`src/mrgq_pkg.sv`:
```
// package for the multi resource grant queue
// holds payload structs, state encoding, field widths and default sizes
package mrgq_pkg;

    localparam int KINDS_DEF       = 3;
    localparam int QUEUE_DEPTH_DEF = 16;
    localparam int MAX_KINDS       = 4;
    localparam int GRANT_LIMIT     = 16;
    localparam int GRANT_W         = $clog2(GRANT_LIMIT + 1);
    localparam int KIND_W          = 2;
    localparam int TAG_W           = 16;
    localparam int AMOUNT_W        = 16;
    localparam int COUNT_W         = 16;

    localparam logic FUNC_REQUEST = 1'b0;
    localparam logic FUNC_DEPOSIT = 1'b1;

    localparam logic STATUS_GRANT = 1'b0;
    localparam logic STATUS_DROP  = 1'b1;

    typedef struct packed {
        logic                       func;
        logic [KIND_W-1:0]          held_kind;
        logic [TAG_W-1:0]           reply_tag;
        logic signed [AMOUNT_W-1:0] amount_0;
        logic signed [AMOUNT_W-1:0] amount_1;
        logic signed [AMOUNT_W-1:0] amount_2;
        logic signed [AMOUNT_W-1:0] amount_3;
    } in_t;

    typedef struct packed {
        logic              status;
        logic [TAG_W-1:0]  grant_tag;
        logic [KIND_W-1:0] grant_kind;
        logic              last;
    } out_t;

    // queue entry as stored in the ram
    typedef struct packed {
        logic [KIND_W-1:0] kind;
        logic [TAG_W-1:0]  tag;
    } entry_t;

    // control from the sequencer to the count unit
    typedef struct packed {
        logic              deposit;
        logic              grant;
        logic [KIND_W-1:0] held;
    } cnt_ctl_t;

    typedef enum logic [1:0] {
        ST_IDLE,
        ST_START,
        ST_WALK,
        ST_FINISH
    } state_t;

endpackage

```
`src/mrgq_ram.sv`:
```
// generic single write port ram with registered read
// no dependencies
module mrgq_ram #(
    parameter int WIDTH = 18,
    parameter int DEPTH = 16
) (
    input  logic                     clk,
    input  logic                     we,
    input  logic [$clog2(DEPTH)-1:0] waddr,
    input  logic [WIDTH-1:0]         wdata,
    input  logic [$clog2(DEPTH)-1:0] raddr,
    output logic [WIDTH-1:0]         rdata
);

    logic [WIDTH-1:0] mem [DEPTH];
    logic [WIDTH-1:0] rdata_reg;

    always_ff @(posedge clk)
    begin
        if (we)
        begin
            mem[waddr] <= wdata;
        end
        rdata_reg <= mem[raddr];
    end

    assign rdata = rdata_reg;

endmodule

```
`src/mrgq_counts.sv`:
```
// per-kind resource counts: saturating deposit, grant check and decrement
// depends on mrgq_pkg
module mrgq_counts
    import mrgq_pkg::*;
#(
    parameter int KINDS = KINDS_DEF
) (
    input  logic     clk,
    input  logic     rst_n,
    input  in_t      item,
    input  cnt_ctl_t ctl,
    output logic     deposit_ok,
    output logic     grant_ok
);

    logic [COUNT_W-1:0]  count_reg  [KINDS];
    logic [COUNT_W-1:0]  count_next [KINDS];
    logic [AMOUNT_W-1:0] amt        [MAX_KINDS];
    logic [COUNT_W:0]    sum        [KINDS];

    assign amt[0] = item.amount_0;
    assign amt[1] = item.amount_1;
    assign amt[2] = item.amount_2;
    assign amt[3] = item.amount_3;

    always_comb
    begin
        deposit_ok = 1'b1;
        grant_ok   = 1'b1;
        for (int k = 0; k < KINDS; k++)
        begin
            if (amt[k][AMOUNT_W-1])
            begin
                deposit_ok = 1'b0;
            end
            // every kind but the held one needs a unit
            if (KIND_W'(k) != ctl.held && count_reg[k] == '0)
            begin
                grant_ok = 1'b0;
            end
            sum[k] = {1'b0, count_reg[k]} + {1'b0, COUNT_W'(amt[k])};
            count_next[k] = count_reg[k];
            if (ctl.deposit)
            begin
                count_next[k] = sum[k][COUNT_W] ? '1 : sum[k][COUNT_W-1:0];
            end
            else if (ctl.grant && KIND_W'(k) != ctl.held)
            begin
                count_next[k] = count_reg[k] - 1'b1;
            end
        end
    end

    always_ff @(posedge clk or negedge rst_n)
    begin
        if (!rst_n)
        begin
            for (int k = 0; k < KINDS; k++)
            begin
                count_reg[k] <= '0;
            end
        end
        else
        begin
            for (int k = 0; k < KINDS; k++)
            begin
                count_reg[k] <= count_next[k];
            end
        end
    end

endmodule

```
`src/multi_resource_grant_queue.sv`:
```
// channel | handshake                      | payload
// input   | start high, busy low at edge   | item   (in_t)
// result  | result_strobe high, one cycle  | result (out_t)
//
// a request or deposit is taken while idle; then the queue is walked at one
// entry per cycle through the ram read port
// a dropped request or a rejected input leaves busy low
// results come out one cycle each, the final one carries last
// reset clears counts, fill and sequencer; queue contents are not cleared
// top level of the grant queue; depends on mrgq_pkg, mrgq_ram, mrgq_counts
module multi_resource_grant_queue
    import mrgq_pkg::*;
#(
    parameter int KINDS       = KINDS_DEF,
    parameter int QUEUE_DEPTH = QUEUE_DEPTH_DEF
) (
    input  logic clk,
    input  logic rst_n,
    input  logic start,
    output logic busy,
    input  in_t  item,
    output logic result_strobe,
    output out_t result
);

    localparam int AW = $clog2(QUEUE_DEPTH);
    localparam int CW = AW + 1;

    state_t              state_reg, state_next;
    logic   [CW-1:0]     fill_reg, fill_next;
    logic   [CW-1:0]     kept_reg, kept_next;
    logic   [AW-1:0]     idx_reg, idx_next;
    logic   [GRANT_W-1:0] n_reg, n_next;
    entry_t              pend_reg, pend_next;
    logic                pend_valid_reg, pend_valid_next;
    out_t                result_reg, result_next;
    logic                strobe_reg, strobe_next;

    logic     accept, is_req, kind_ok, full, last_idx, take;
    logic     deposit_ok, grant_ok;
    logic     ram_we;
    logic [AW-1:0] ram_waddr, ram_raddr;
    entry_t   ram_wdata, rd_entry;
    cnt_ctl_t cnt_ctl;

    assign busy     = (state_reg != ST_IDLE);
    assign accept   = start && !busy;
    assign is_req   = (item.func == FUNC_REQUEST);
    assign kind_ok  = ({1'b0, item.held_kind} < (KIND_W + 1)'(KINDS));
    assign full     = (fill_reg == CW'(QUEUE_DEPTH));
    assign last_idx = (({1'b0, idx_reg} + 1'b1) == fill_reg);
    assign take     = (state_reg == ST_WALK) && grant_ok && (n_reg < GRANT_W'(GRANT_LIMIT));

    assign cnt_ctl.deposit = accept && !is_req && deposit_ok;
    assign cnt_ctl.grant   = take;
    assign cnt_ctl.held    = rd_entry.kind;

    mrgq_counts #(
        .KINDS(KINDS)
    ) u_counts (
        .clk       (clk),
        .rst_n     (rst_n),
        .item      (item),
        .ctl       (cnt_ctl),
        .deposit_ok(deposit_ok),
        .grant_ok  (grant_ok)
    );

    mrgq_ram #(
        .WIDTH($bits(entry_t)),
        .DEPTH(QUEUE_DEPTH)
    ) u_queue (
        .clk  (clk),
        .we   (ram_we),
        .waddr(ram_waddr),
        .wdata(ram_wdata),
        .raddr(ram_raddr),
        .rdata(rd_entry)
    );

    always_comb
    begin
        state_next = state_reg;
        unique case (state_reg)
            ST_IDLE:
            begin
                if (accept)
                begin
                    if (is_req)
                    begin
                        if (kind_ok && !full)
                        begin
                            state_next = ST_START;
                        end
                    end
                    else if (deposit_ok)
                    begin
                        state_next = ST_START;
                    end
                end
            end
            ST_START:
            begin
                state_next = (fill_reg == '0) ? ST_IDLE : ST_WALK;
            end
            ST_WALK:
            begin
                if (last_idx)
                begin
                    state_next = ST_FINISH;
                end
            end
            ST_FINISH:
            begin
                state_next = ST_IDLE;
            end
            default:
            begin
                state_next = ST_IDLE;
            end
        endcase
    end

    always_comb
    begin
        fill_next       = fill_reg;
        kept_next       = kept_reg;
        idx_next        = idx_reg;
        n_next          = n_reg;
        pend_next       = pend_reg;
        pend_valid_next = pend_valid_reg;
        result_next     = result_reg;
        strobe_next     = 1'b0;
        ram_we          = 1'b0;
        ram_waddr       = '0;
        ram_wdata       = '{kind: item.held_kind, tag: item.reply_tag};
        ram_raddr       = '0;
        unique case (state_reg)
            ST_IDLE:
            begin
                if (accept && is_req && kind_ok)
                begin
                    if (full)
                    begin
                        result_next = '{status: STATUS_DROP, grant_tag: item.reply_tag,
                                        grant_kind: item.held_kind, last: 1'b1};
                        strobe_next = 1'b1;
                    end
                    else
                    begin
                        ram_we    = 1'b1;
                        ram_waddr = fill_reg[AW-1:0];
                        fill_next = fill_reg + 1'b1;
                    end
                end
            end
            ST_START:
            begin
                idx_next        = '0;
                kept_next       = '0;
                n_next          = '0;
                pend_valid_next = 1'b0;
            end
            ST_WALK:
            begin
                ram_raddr = idx_reg + 1'b1;
                if (take)
                begin
                    // the held grant is only known not to be last once another follows
                    if (pend_valid_reg)
                    begin
                        result_next = '{status: STATUS_GRANT, grant_tag: pend_reg.tag,
                                        grant_kind: pend_reg.kind, last: 1'b0};
                        strobe_next = 1'b1;
                    end
                    pend_next       = rd_entry;
                    pend_valid_next = 1'b1;
                    n_next          = n_reg + 1'b1;
                end
                else
                begin
                    // compact in place: kept never passes the read index
                    ram_we    = 1'b1;
                    ram_waddr = kept_reg[AW-1:0];
                    ram_wdata = rd_entry;
                    kept_next = kept_reg + 1'b1;
                end
                idx_next = idx_reg + 1'b1;
            end
            ST_FINISH:
            begin
                fill_next = kept_reg;
                if (pend_valid_reg)
                begin
                    result_next = '{status: STATUS_GRANT, grant_tag: pend_reg.tag,
                                    grant_kind: pend_reg.kind, last: 1'b1};
                    strobe_next = 1'b1;
                end
                pend_valid_next = 1'b0;
            end
            default:
            begin
            end
        endcase
    end

    always_ff @(posedge clk or negedge rst_n)
    begin
        if (!rst_n)
        begin
            state_reg      <= ST_IDLE;
            fill_reg       <= '0;
            kept_reg       <= '0;
            idx_reg        <= '0;
            n_reg          <= '0;
            pend_valid_reg <= 1'b0;
            strobe_reg     <= 1'b0;
        end
        else
        begin
            state_reg      <= state_next;
            fill_reg       <= fill_next;
            kept_reg       <= kept_next;
            idx_reg        <= idx_next;
            n_reg          <= n_next;
            pend_valid_reg <= pend_valid_next;
            strobe_reg     <= strobe_next;
        end
    end

    always_ff @(posedge clk)
    begin
        pend_reg   <= pend_next;
        result_reg <= result_next;
    end

    assign result_strobe = strobe_reg;
    assign result        = result_reg;

    assert property (@(posedge clk) disable iff (!rst_n)
        result_strobe && result.status == STATUS_DROP |-> result.last)
        else $error("drop transfer without last");

    assert property (@(posedge clk) disable iff (!rst_n)
        fill_reg <= CW'(QUEUE_DEPTH) && kept_reg <= fill_reg)
        else $error("queue fill out of range");

    assert property (@(posedge clk) disable iff (!rst_n)
        state_reg == ST_FINISH |=> state_reg == ST_IDLE && !pend_valid_reg)
        else $error("walk did not close");

    assert property (@(posedge clk) disable iff (!rst_n)
        result_strobe && result.status == STATUS_GRANT |->
            $past(state_reg == ST_WALK || state_reg == ST_FINISH))
        else $error("grant transfer outside a walk");

endmodule
```
`config.mk`:
```
export PLATFORM = sky130hd
export DESIGN_NAME = multi_resource_grant_queue
export DESIGN_NICKNAME = d
export VERILOG_FILES = /design/src/mrgq_pkg.sv /design/src/mrgq_ram.sv /design/src/mrgq_counts.sv /design/src/multi_resource_grant_queue.sv
export SDC_FILE = /design/constraint.sdc
export NUM_CORES = 1
export LEC_CHECK = 0
export ABC_AREA = 1
export BUFFER_PORTS_ARGS = -buffer_cell sky130_fd_sc_hd__buf_2
export CAP_MARGIN = 25
export CORE_MARGIN = 1
export CORE_UTILIZATION = 45
export CTS_CLUSTER_SIZE = 8
export DETAILED_ROUTE_END_ITERATION = 10
export GPL_TIMING_DRIVEN = 0
export PLACE_DENSITY = 0.63
export SLEW_MARGIN = 20
export SYNTH_ARGS = -nofsm -noshare
export SYNTH_HDL_FRONTEND = slang
export SYNTH_HIERARCHICAL = 1
export SYNTH_SLANG_ARGS = --single-unit
export TNS_END_PERCENT = 10
```
`constraint.sdc`:
```
create_clock -name clk -period 4.3 [get_ports clk]
set_input_delay 0.215 -clock clk [delete_from_list [all_inputs] [get_ports clk]]
set_output_delay 0.215 -clock clk [all_outputs]
set_load 0.05 [all_outputs]
```
==> impl_metrics.csv, run 1 <==
group,metric,value,unit
yosys,yosysSeqAreaShare,54.5,%
worst_setup_path,r2r_end,"u_queue/mem[14][4]",
drt,drt_wl_total,64200,microns
timing,fin_skew,0.0376,ns
timing,whs,0.0578,ns
drt,first_pass_iters,6,
drt,via_per_inst,5.30,
place,portBuffers,91,
timing,period_needed,3.88,ns
yosys,synth_common_cells,"nand2_1 (843), inv_1 (376), edfxtp_1 (326)",
floorplan,initial_utilization,45.8,%
place,hpwl,44500,microns
floorplan,die_area,49500,sq um
timing,tightest_slew,1.11,ns
finish,antenna_cells,0,
power_and_ir_drop,p_leak,11.5,nW
yosys,synth-edff-count,326,
global_routing,grt_pass1_vias,17200,
timing,slew_headroom,26.3,%
floorplan,rows,80,
yosys,synth.largest_area_cell,"edfxtp_1",
finish,num-fill-cells,4378,
yosys,syn_area_per_cell,8.59,sq um
drt,wl_per_cell,19.0,microns
yosys,ys_warn_count,6,
worst_setup_path,criticalPathCategory,"reg2reg",
worst_setup_path,required,4.51,ns
yosys,syn_inst,2548,
floorplan,ioPinCount,108,
power_and_ir_drop,fin_total_pwr,8.73,mW
clock_tree,ctsResizeCount,0,
clock_tree,root_buffer,"clkbuf_16",
finish,finish.utilization,52.7,%
place,place_ws,0.433,ns
power_and_ir_drop,power_density,347,nW/um^2
drt,route.detailed.drc,0,
clock_tree,cts.sinks,415,
floorplan,coreArea,47800,sq um
drt,ant_nets,0,
worst_setup_path,reg2reg_depth,14,
timing,worst_slack,0.419,ns
floorplan,fp.dieW,223,microns
timing,fin_crit_sh,90.3,%
yosys,yosysMostFrequentCell,"nand2_1",
clock_tree,cts_tree,"built",
finish,fin_nets,2875,
outcome,status,"complete, no violations",
global_routing,grt_pass1_wl,99200,microns
worst_setup_path,cp_slowest_stage_delay,0.73,ns
place,gp_congestion,0.899,
worst_setup_path,r2r_slack,0.42,ns
global_routing,grt_remaining_overflow,0,
timing,rsz0062_at_grt,"false",
worst_setup_path,slowest_stage,"nor2_4",
yosys,synthTopCellsByArea,"edfxtp_1 (45%), nand2_1 (14%), dfrtp_1 (8.1%)",
floorplan,die_h,223,microns
worst_setup_path,crit_chain,"nor2_1 > inv_1 > nor2_1 > nand3_1 > o41ai_1 > nor2_1 > nand2_4 > nor2_8 > nor2_2 > inv_2 > buf_2 > o22ai_1 > nand3_1 > nor2_4",
global_routing,antenna_found_initial,1,
finish,synthToLayoutAreaGrowth,15.1,%
timing,setup-violations-final,0,
worst_setup_path,cpMostUsedCell,"nor2_1",
worst_setup_path,end_kind,"flip-flop",
worst_setup_path,start_kind,"flip-flop",
clock_tree,clk_pin_slew_worst_paths,0.06,ns
clock_tree,cts_buffer_depth,3,
yosys,ys_ff_latch,415,
timing,drv_slew,0,
clock_tree,cts_setup_buffers,0,
yosys,synth_top_area_share,44.7,%
worst_hold_path,hp-class,"in2async",
global_routing,grt_use_total,26.2,%
power_and_ir_drop,vdd_ir_drop_max,0.376,mV
timing,hold_violations,0,
worst_setup_path,cp.arrival,4.09,ns
finish,largest_reg_flops,288,
worst_setup_path,crit_start,"u_counts/count_reg[36]",
drt,initialDrtViolationCount,1696,
clock_tree,cts_buffers,57,
flow_run,cap_violations,0,
yosys,async_reset_ff_share,17.1,%
clock_tree,holdBufCountCts,19,
yosys,synthFlopType,"edfxtp_1",
worst_setup_path,regToRegStartpoint,"u_counts/count_reg[36]",
global_routing,grt_max_degree,54,
timing,tns,0,ns
clock_tree,cts_max_level,2,
clock_tree,clk_latency,0.61,ns
yosys,netlist_area,21900,sq um
yosys,synthesis.nets,2700,
worst_setup_path,crit_fanout,18,
finish,drive_gt1_share,10.5,%
drt,vias,17900,
timing,fmax,0.258,GHz
yosys,synth_cell_types,55,
[cells in the final DEF, fill, tap and decap left out, types with 5 or more instances in the layout]
cell type / Yosys / routed
nand2_1: 843 / 843
inv_1: 376 / 376
edfxtp_1: 326 / 326
nand3_1: 313 / 313
buf_2: 42 / 132
nor2_1: 141 / 124
dfrtp_1: 71 / 71
o21ai_0: 66 / 66
ha_1: 63 / 63
a21oi_1: 59 / 59
clkbuf_16: 0 / 58
clkbuf_1: 14 / 58
xor2_1: 27 / 27
o22ai_1: 19 / 19
dlygate4sd3_1: 0 / 19
dfxtp_1: 18 / 18
nor2_2: 12 / 16
nor2_4: 3 / 16
o21ai_1: 15 / 15
inv_2: 13 / 13
nand4_1: 12 / 12
buf_6: 11 / 11
xnor2_1: 10 / 10
buf_1: 7 / 7
nand2_2: 7 / 7
nor3_1: 7 / 7
a31oi_1: 6 / 6
a21oi_2: 5 / 5
buf_4: 4 / 5
buf_8: 0 / 5
o21bai_1: 5 / 5
and2_1: 5 / 5
[cell type report]
| cell class | count | area [sq um] | share of cell area (%) |
|---|---|---|---|
| multi-input cells | 1661 | 8160 | 32.4 |
| clock buffers | 102 | 1620 | 6.41 |
| flip-flops and latches | 415 | 11900 | 47.3 |
| inverters | 394 | 1480 | 5.89 |
| well taps | 615 | 769 | 3.05 |
| clock inverters | 2 | 50.0 | 0.199 |
| plain buffers | 78 | 443 | 1.76 |
| repair buffers | 116 | 751 | 2.98 |
[stage by stage]
step,std cells,instance area [sq um]
after floorplan,2548,21900
final,3383,25200
after global routing,3383,25200
after global placement,3254,23100
after CTS,3383,25200
after detailed placement,3260,23300
[worst max-delay path, delay by kind of cell (launching register included)]
family / cells / cell delay (ns)
and+or+nand+nor: 9 / 2.03
buffers and inverters: 3 / 0.45
AOI/OAI and AO/OA: 2 / 0.57
DFF: 1 / 0.43
[logic make-up after synthesis]
logic type / after synthesis / synth area share, %
AOI/OAI and AO/OA: 195 / 5.21
xor gates and xnor gates: 37 / 1.48
adders and majority gates: 66 / 3.87
buffers and inverters: 472 / 8.80
DFF: 415 / 54.5
and+or+nand+nor: 1363 / 26.2
[power by group]
part           internal [mW]  switching, mW
Sequential              4.28              0
Combinational          0.101          0.152
Clock                   2.51           1.68
Total                   6.90           1.83
[worst max-delay path by stage]
stage	to	slack [ns]	cells past startpoint
global placement	u_queue/mem[11][6]	-0.29	12
CTS	u_queue/mem[11][2]	0.42	11
global route	u_queue/mem[14][4]	0.21	14
floorplan	u_queue/mem[12][0]	1.09	14
detailed placement	u_queue/mem[15][10]	0.43	15
finish	u_queue/mem[14][4]	0.42	14
[per-layer routing]
layer  global-route usage (%)  up-vias  share of wire [%]
li1                         -     8625                  -
met1                     35.6     8483                 43
met2                     43.2      721                 47
met3                     2.92      116                6.5
met4                     9.81        0                3.4
met5                        0        -                  0
(Power assumes the default switching activity.)
==> run 2: changes to the inputs <==
ABC_AREA = default   (was 1)
==> run 2 against run 1 <==
Effect of this change:
- flip-flop and latch count did not move
- final cell count fell by 37%
- clock skew fell by 0.012 ns
- design area fell by 8.6%
- sequential power rose by 21%
- hold slack got worse by 0.035 ns
- critical path depth fell by 3
- synthesized area fell by 12%
==> impl_metrics.csv, run 2 <==
group,metric,value,unit
worst_setup_path,reg2reg_depth,11,
floorplan,coreArea,42100,sq um
worst_setup_path,r2r_slack,0.12,ns
power_and_ir_drop,p_leak,8.14,nW
yosys,ys_ff_latch,415,
yosys,syn_area_per_cell,14.4,sq um
worst_setup_path,crit_chain,"or3_1 > or4_1 > or2_4 > o41ai_1 > a21oi_1 > a21o_1 > buf_2 > o21ai_4 > nand2b_2 > nor2_4 > buf_16",
worst_setup_path,criticalPathCategory,"reg2reg",
clock_tree,clk_pin_slew_worst_paths,0.05,ns
worst_setup_path,regToRegStartpoint,"u_counts/count_reg[8]",
drt,route.detailed.drc,0,
clock_tree,root_buffer,"clkbuf_16",
yosys,synth_top_area_share,50.7,%
timing,fin_skew,0.0260,ns
yosys,ys_warn_count,6,
timing,setup-violations-final,0,
yosys,synth-edff-count,326,
finish,layout_commonest_cell,"edfxtp_1",
worst_setup_path,slowest_stage,"or4_1",
worst_setup_path,crit_start,"u_counts/count_reg[8]",
finish,final_cell_area,23000,sq um
worst_setup_path,crit_family,"simple AND/OR/NAND/NOR gates",
yosys,synth.largest_area_cell,"edfxtp_1",
place,portBuffers,91,
outcome,status,"complete, no violations",
clock_tree,cts_buffer_depth,3,
yosys,synthesis.nets,1494,
timing,fin_crit_sh,97.3,%
place,dp_cells,1991,
worst_setup_path,cp.depth,11,
drt,first_pass_iters,6,
drt,ant_nets,0,
timing,tightest_slew,0.843,ns
floorplan,die_h,209,microns
global_routing,antenna_found_initial,0,
floorplan,rows,75,
timing,rsz0062_at_grt,"true",
yosys,yosysSeqAreaShare,61.7,%
yosys,yosysMostFrequentCell,"edfxtp_1",
worst_setup_path,crit_fanout,12,
worst_setup_path,critPathBufInv,2,
place,hpwl,31600,microns
yosys,syn_inst,1342,
timing,whs,0.0227,ns
drt,via_per_inst,5.77,
floorplan,fp.dieW,209,microns
clock_tree,clk_latency,0.60,ns
global_routing,grt_max_degree,44,
worst_setup_path,start_kind,"flip-flop",
worst_hold_path,hp-class,"in2reg",
power_and_ir_drop,power_density,554,nW/um^2
worst_setup_path,end_kind,"flip-flop",
finish,fin_nets,1702,
global_routing,grt_pass1_vias,12800,
timing,period_needed,4.18,ns
worst_setup_path,cp_slowest_stage_delay,0.45,ns
clock_tree,cts_buffers,57,
finish,drive_gt1_share,21.7,%
timing,hold_violations,0,
drt,drt_wl_total,47500,microns
floorplan,die_area,43800,sq um
drt,vias,12300,
floorplan,initial_utilization,45.9,%
finish,synthToLayoutAreaGrowth,19.2,%
place,gp_congestion,0.881,
global_routing,grt_remaining_overflow,0,
finish,antenna_cells,0,
finish,most-common-layout-cells,"edfxtp_1 (326), nand2_1 (133), buf_2 (99)",
yosys,synth_cell_types,89,
floorplan,ioPinCount,108,
clock_tree,cts_max_level,2,
worst_setup_path,critPathCapture,"u_queue/mem[9][8]",
global_routing,grt_use_total,22.3,%
place,place_area,20900,sq um
worst_setup_path,required,4.59,ns
power_and_ir_drop,vdd_ir_drop_max,0.337,mV
yosys,netlist_area,19300,sq um
yosys,synthTopCellsByArea,"edfxtp_1 (51%), dfrtp_1 (9.2%), mux4_2 (5.8%)",
worst_setup_path,r2r_end,"u_queue/mem[9][8]",
global_routing,grt_pass1_wl,73800,microns
clock_tree,cts_tree,"built",
clock_tree,cts.sinks,415,
timing,drv_slew,0,
finish,finish.utilization,54.7,%
timing,slew_headroom,43.8,%
timing,fmax,0.239,GHz
yosys,synth_common_cells,"edfxtp_1 (326), nand2_1 (134), nor2_1 (85)",
drt,wl_per_cell,22.3,microns
worst_hold_path,min-delay-start,"item[48]",
yosys,async_reset_ff_share,17.1,%
flow_run,cap_violations,0,
yosys,synthFlopType,"edfxtp_1",
finish,layout.cells.non_filler,2131,
finish,largest_reg_flops,288,
drt,initialDrtViolationCount,1051,
worst_setup_path,cp.arrival,4.47,ns
[run 2: cell types whose count changed after synthesis, moves of 34 or more]
cell     before  now
inv_1       376   22
mux4_2        0   50
a22oi_1       0   38
nand3_1     313   16
nand2_1     843  134
nor2_1      141   85
xnor2_1      10   44
[run 2: logic make-up after synthesis]
| family | share of synthesized area, % |
|---|---|
| flip-flops | 61.7 |
| AND/OR/NAND/NOR | 8.35 |
| AO/OA/AOI/OAI | 9.94 |
| multiplexers | 10.3 |
| XOR/XNOR | 3.48 |
| buffers and inverters | 1.78 |
| adder cells (fa/ha/maj) | 4.39 |
[run 2: layout make-up]
type                    count  area, sq um
repair buffers            149         1200
multi-input cells         857         7280
clock buffers             100         1590
clock inverters             1         20.0
fillers                  3372        19100
inverters                  24         90.1
flip-flops and latches    415        11900
plain buffers              46          260
well taps                 539          674
[run 2: worst min-delay path by stage]
stage	end	slack, ns	depth (start not counted)
2_1_floorplan	asynchronous set/reset pin	-0.08	0
3_3_place_gp	pend_reg[1]	0.41	0
3_5_place_dp	u_counts/count_reg[45]	0.27	1
6_report	u_counts/count_reg[32]	0.02	3
4_1_cts	result[8]	0.007	2
5_1_grt	u_counts/count_reg[32]	0.03	3
[run 2: per-stage QoR]
stage | setup TNS, ns | setup slack (ns) | power (mW)
final | 0 | 0.118 | 12.8
after global routing | -0.561 | -0.0438 | 13.4
after CTS | -2.15 | -0.0574 | 12.8
after detailed placement | -180.94 | -1.02 | 8.70
after global placement | -478.95 | -2.55 | 8.59
after floorplan | -3.17 | -0.0592 | 7.78
[run 2: repair_timing]
item,in CTS,in global routing
hold endpoints to repair,59,1
setup buffers,11,8
gates resized for setup,11,12
hold buffers,18,1
setup endpoints to repair,289,256
pin swaps,11,5
[run 2: power breakdown]
| group | switching [mW] | internal, mW |
|---|---|---|
| Clock | 1.61 | 2.46 |
| Sequential | 0.361 | 4.80 |
| Combinational | 2.06 | 1.47 |
| Total | 4.03 | 8.73 |
[run 2: tightest hold or removal path: cells and delay by family]
kind | cells | cell delay, ns
AOI/OAI and AO/OA | 1 | 0.13
adders and majority gates | 1 | 0.13
buffers and inverters | 1 | 0.11
[run 2: per-layer routing]
| metal | GRT usage (%) | up-vias | part of all wire [%] |
|---|---|---|---|
| li1 | - | 5674 | - |
| met1 | 28.8 | 6168 | 42 |
| met2 | 37.9 | 352 | 49 |
| met3 | 4.48 | 93 | 5.9 |
| met4 | 7.05 | 0 | 2.7 |
| met5 | 0 | - | 0 |
==> run 3: changes to the inputs <==
CORE_ASPECT_RATIO = 1.2   (was default)
==> run 3 against run 2 <==
Effect of this change:
- via count up 1.3%
- worst setup slack better by 0.093 ns
- sequential share of layout area down 0.32 points
- non-clock buffer count up 8
- sequential power about the same
- critical path type unchanged
- critical endpoint is now u_queue/mem[4][11]
==> impl_metrics.csv, run 3 (synthesis gave the netlist of run 2 again) <==
group,metric,value,unit
power_and_ir_drop,internal_power,8.77,mW
worst_hold_path,hp-class,"in2reg",
clock_tree,root_buffer,"clkbuf_16",
timing,fin_skew,0.0400,ns
worst_setup_path,critPathBufInv,4,
worst_setup_path,cpMostUsedCell,"buf_4",
global_routing,grt_use_total,22.4,%
floorplan,die_area,43800,sq um
clock_tree,cts_max_level,2,
place,hpwl,31800,microns
drt,drt_wl_total,47800,microns
global_routing,grt_remaining_overflow,0,
clock_tree,clk_pin_slew_worst_paths,0.06,ns
drt,via_per_inst,5.78,
clock_tree,cts_tree,"built",
finish,synthToLayoutAreaGrowth,20.0,%
floorplan,coreArea,42100,sq um
power_and_ir_drop,power_frac_seq,40.2,%
drt,route.detailed.drc,0,
finish,regArea,11900,sq um
power_and_ir_drop,power_switching,4.06,mW
flow_run,cap_violations,0,
finish,layout_commonest_cell,"edfxtp_1",
drt,initialDrtViolationCount,829,
global_routing,grt_max_degree,46,
power_and_ir_drop,power_density,553,nW/um^2
worst_setup_path,crit_chain,"or3_1 > or4_1 > or2_4 > o41ai_2 > a21oi_1 > a21oi_2 > buf_4 > a22o_1 > nand3b_1 > buf_4 > nor3_4 > buf_6 > buf_4",
timing,setup-violations-final,0,
power_and_ir_drop,p_leak,8.22,nW
timing,slew_headroom,37.1,%
clock_tree,cts_buffers,57,
timing,fmax,0.245,GHz
timing,tightest_slew,0.943,ns
floorplan,initial_utilization,45.9,%
worst_setup_path,end_kind,"flip-flop",
drt,wl_per_cell,22.2,microns
worst_setup_path,criticalPathCategory,"reg2reg",
power_and_ir_drop,clkPwrFrac,32.1,%
power_and_ir_drop,fin_total_pwr,12.8,mW
global_routing,grt_pass1_vias,12900,
clock_tree,cts_buffer_depth,3,
clock_tree,cts.sinks,415,
place,place_ws,-1.03,ns
worst_setup_path,crit_family,"simple AND/OR/NAND/NOR gates",
timing,worst_slack,0.211,ns
clock_tree,clk_latency,0.59,ns
floorplan,ioPinCount,108,
drt,ant_nets,0,
worst_setup_path,slowest_stage,"or4_1",
floorplan,fp.dieW,191,microns
global_routing,antenna_found_initial,0,
finish,most-common-layout-cells,"edfxtp_1 (326), nand2_1 (134), buf_2 (99)",
outcome,status,"complete, no violations",
finish,drive_gt1_share,22.0,%
worst_setup_path,crit_fanout,10,
timing,period_needed,4.09,ns
finish,layout.cells.non_filler,2152,
timing,fin_crit_sh,95.1,%
finish,antenna_cells,0,
timing,drv_slew,0,
worst_setup_path,cp_slowest_stage_delay,0.46,ns
worst_setup_path,start_kind,"flip-flop",
power_and_ir_drop,vdd_ir_drop_max,0.377,mV
place,gp_congestion,0.860,
finish,num-fill-cells,3402,
worst_setup_path,cp.arrival,4.36,ns
power_and_ir_drop,switching_share,31.6,%
timing,hold_violations,0,
place,portBuffers,91,
finish,fin_nets,1710,
finish,largest_reg_flops,288,
timing,tns,0,ns
floorplan,die_h,229,microns
worst_setup_path,required,4.57,ns
finish,multiInputGateArea,7260,sq um
drt,vias,12400,
place,dp_cells,1999,
global_routing,grt_pass1_wl,74000,microns
timing,whs,0.0349,ns
drt,first_pass_iters,5,
floorplan,rows,82,
power_and_ir_drop,pwr-share-comb,27.6,%
[run 3: stage by stage]
| step | util, % | area (sq um) |
|---|---|---|
| after global routing | 55.1 | 23200 |
| final | 55.1 | 23200 |
| after floorplan | - | 19300 |
| after detailed placement | 49.8 | 20900 |
| after CTS | 55.0 | 23100 |
| after global placement | 48.6 | 20500 |
[run 3: worst paths after layout]
path	from	endpoint	slack, ns	depth (start not counted)
worst max-delay path	u_counts/count_reg[8]	u_queue/mem[4][11]	0.21	13
worst min-delay path	item[78]	result[17]	0.03	2
worst max register to register	u_counts/count_reg[8]	u_queue/mem[4][11]	0.21	13
worst min register to register	u_queue/rdata[6]	pend_reg[6]	0.42	0
max in group asynchronous	rst_n	u_counts/count_reg[11]	3.59	3
min in group asynchronous	rst_n	u_counts/count_reg[47]	0.10	2
[run 3: power by group through the flow]
stage | Combinational, mW | Sequential [mW] | Clock, mW
floorplan | 2.36 | 5.43 | 0
global placement | 3.38 | 5.22 | 0
detailed placement | 3.51 | 5.22 | 0
CTS | 3.56 | 5.15 | 4.21
global route | 3.88 | 5.21 | 4.39
finish | 3.54 | 5.16 | 4.12
[run 3: what timing repair did]
item | CTS | global route
gates resized for setup | 12 | 4
endpoints found under the hold margin | 88 | 0
setup buffers | 24 | 3
hold buffers | 18 | 0
pin swaps | 18 | 1
setup endpoints to repair | 290 | 209
[run 3: final cells by class]
class | count | share of cell area (%)
flip-flops and latches | 415 | 51.5
repair buffers | 157 | 5.71
plain buffers | 46 | 1.11
inverters | 24 | 0.389
clock buffers | 104 | 6.92
clock inverters | 3 | 0.162
multi-input cells | 857 | 31.3
well taps | 546 | 2.95
[run 3: layer usage]
metal	vias up	wire, microns	track usage, %
met3	82	2700	3.85
met2	388	24200	38.6
met4	0	1080	6.67
met5	-	0	0
li1	5695	-	-
met1	6284	19800	28.8
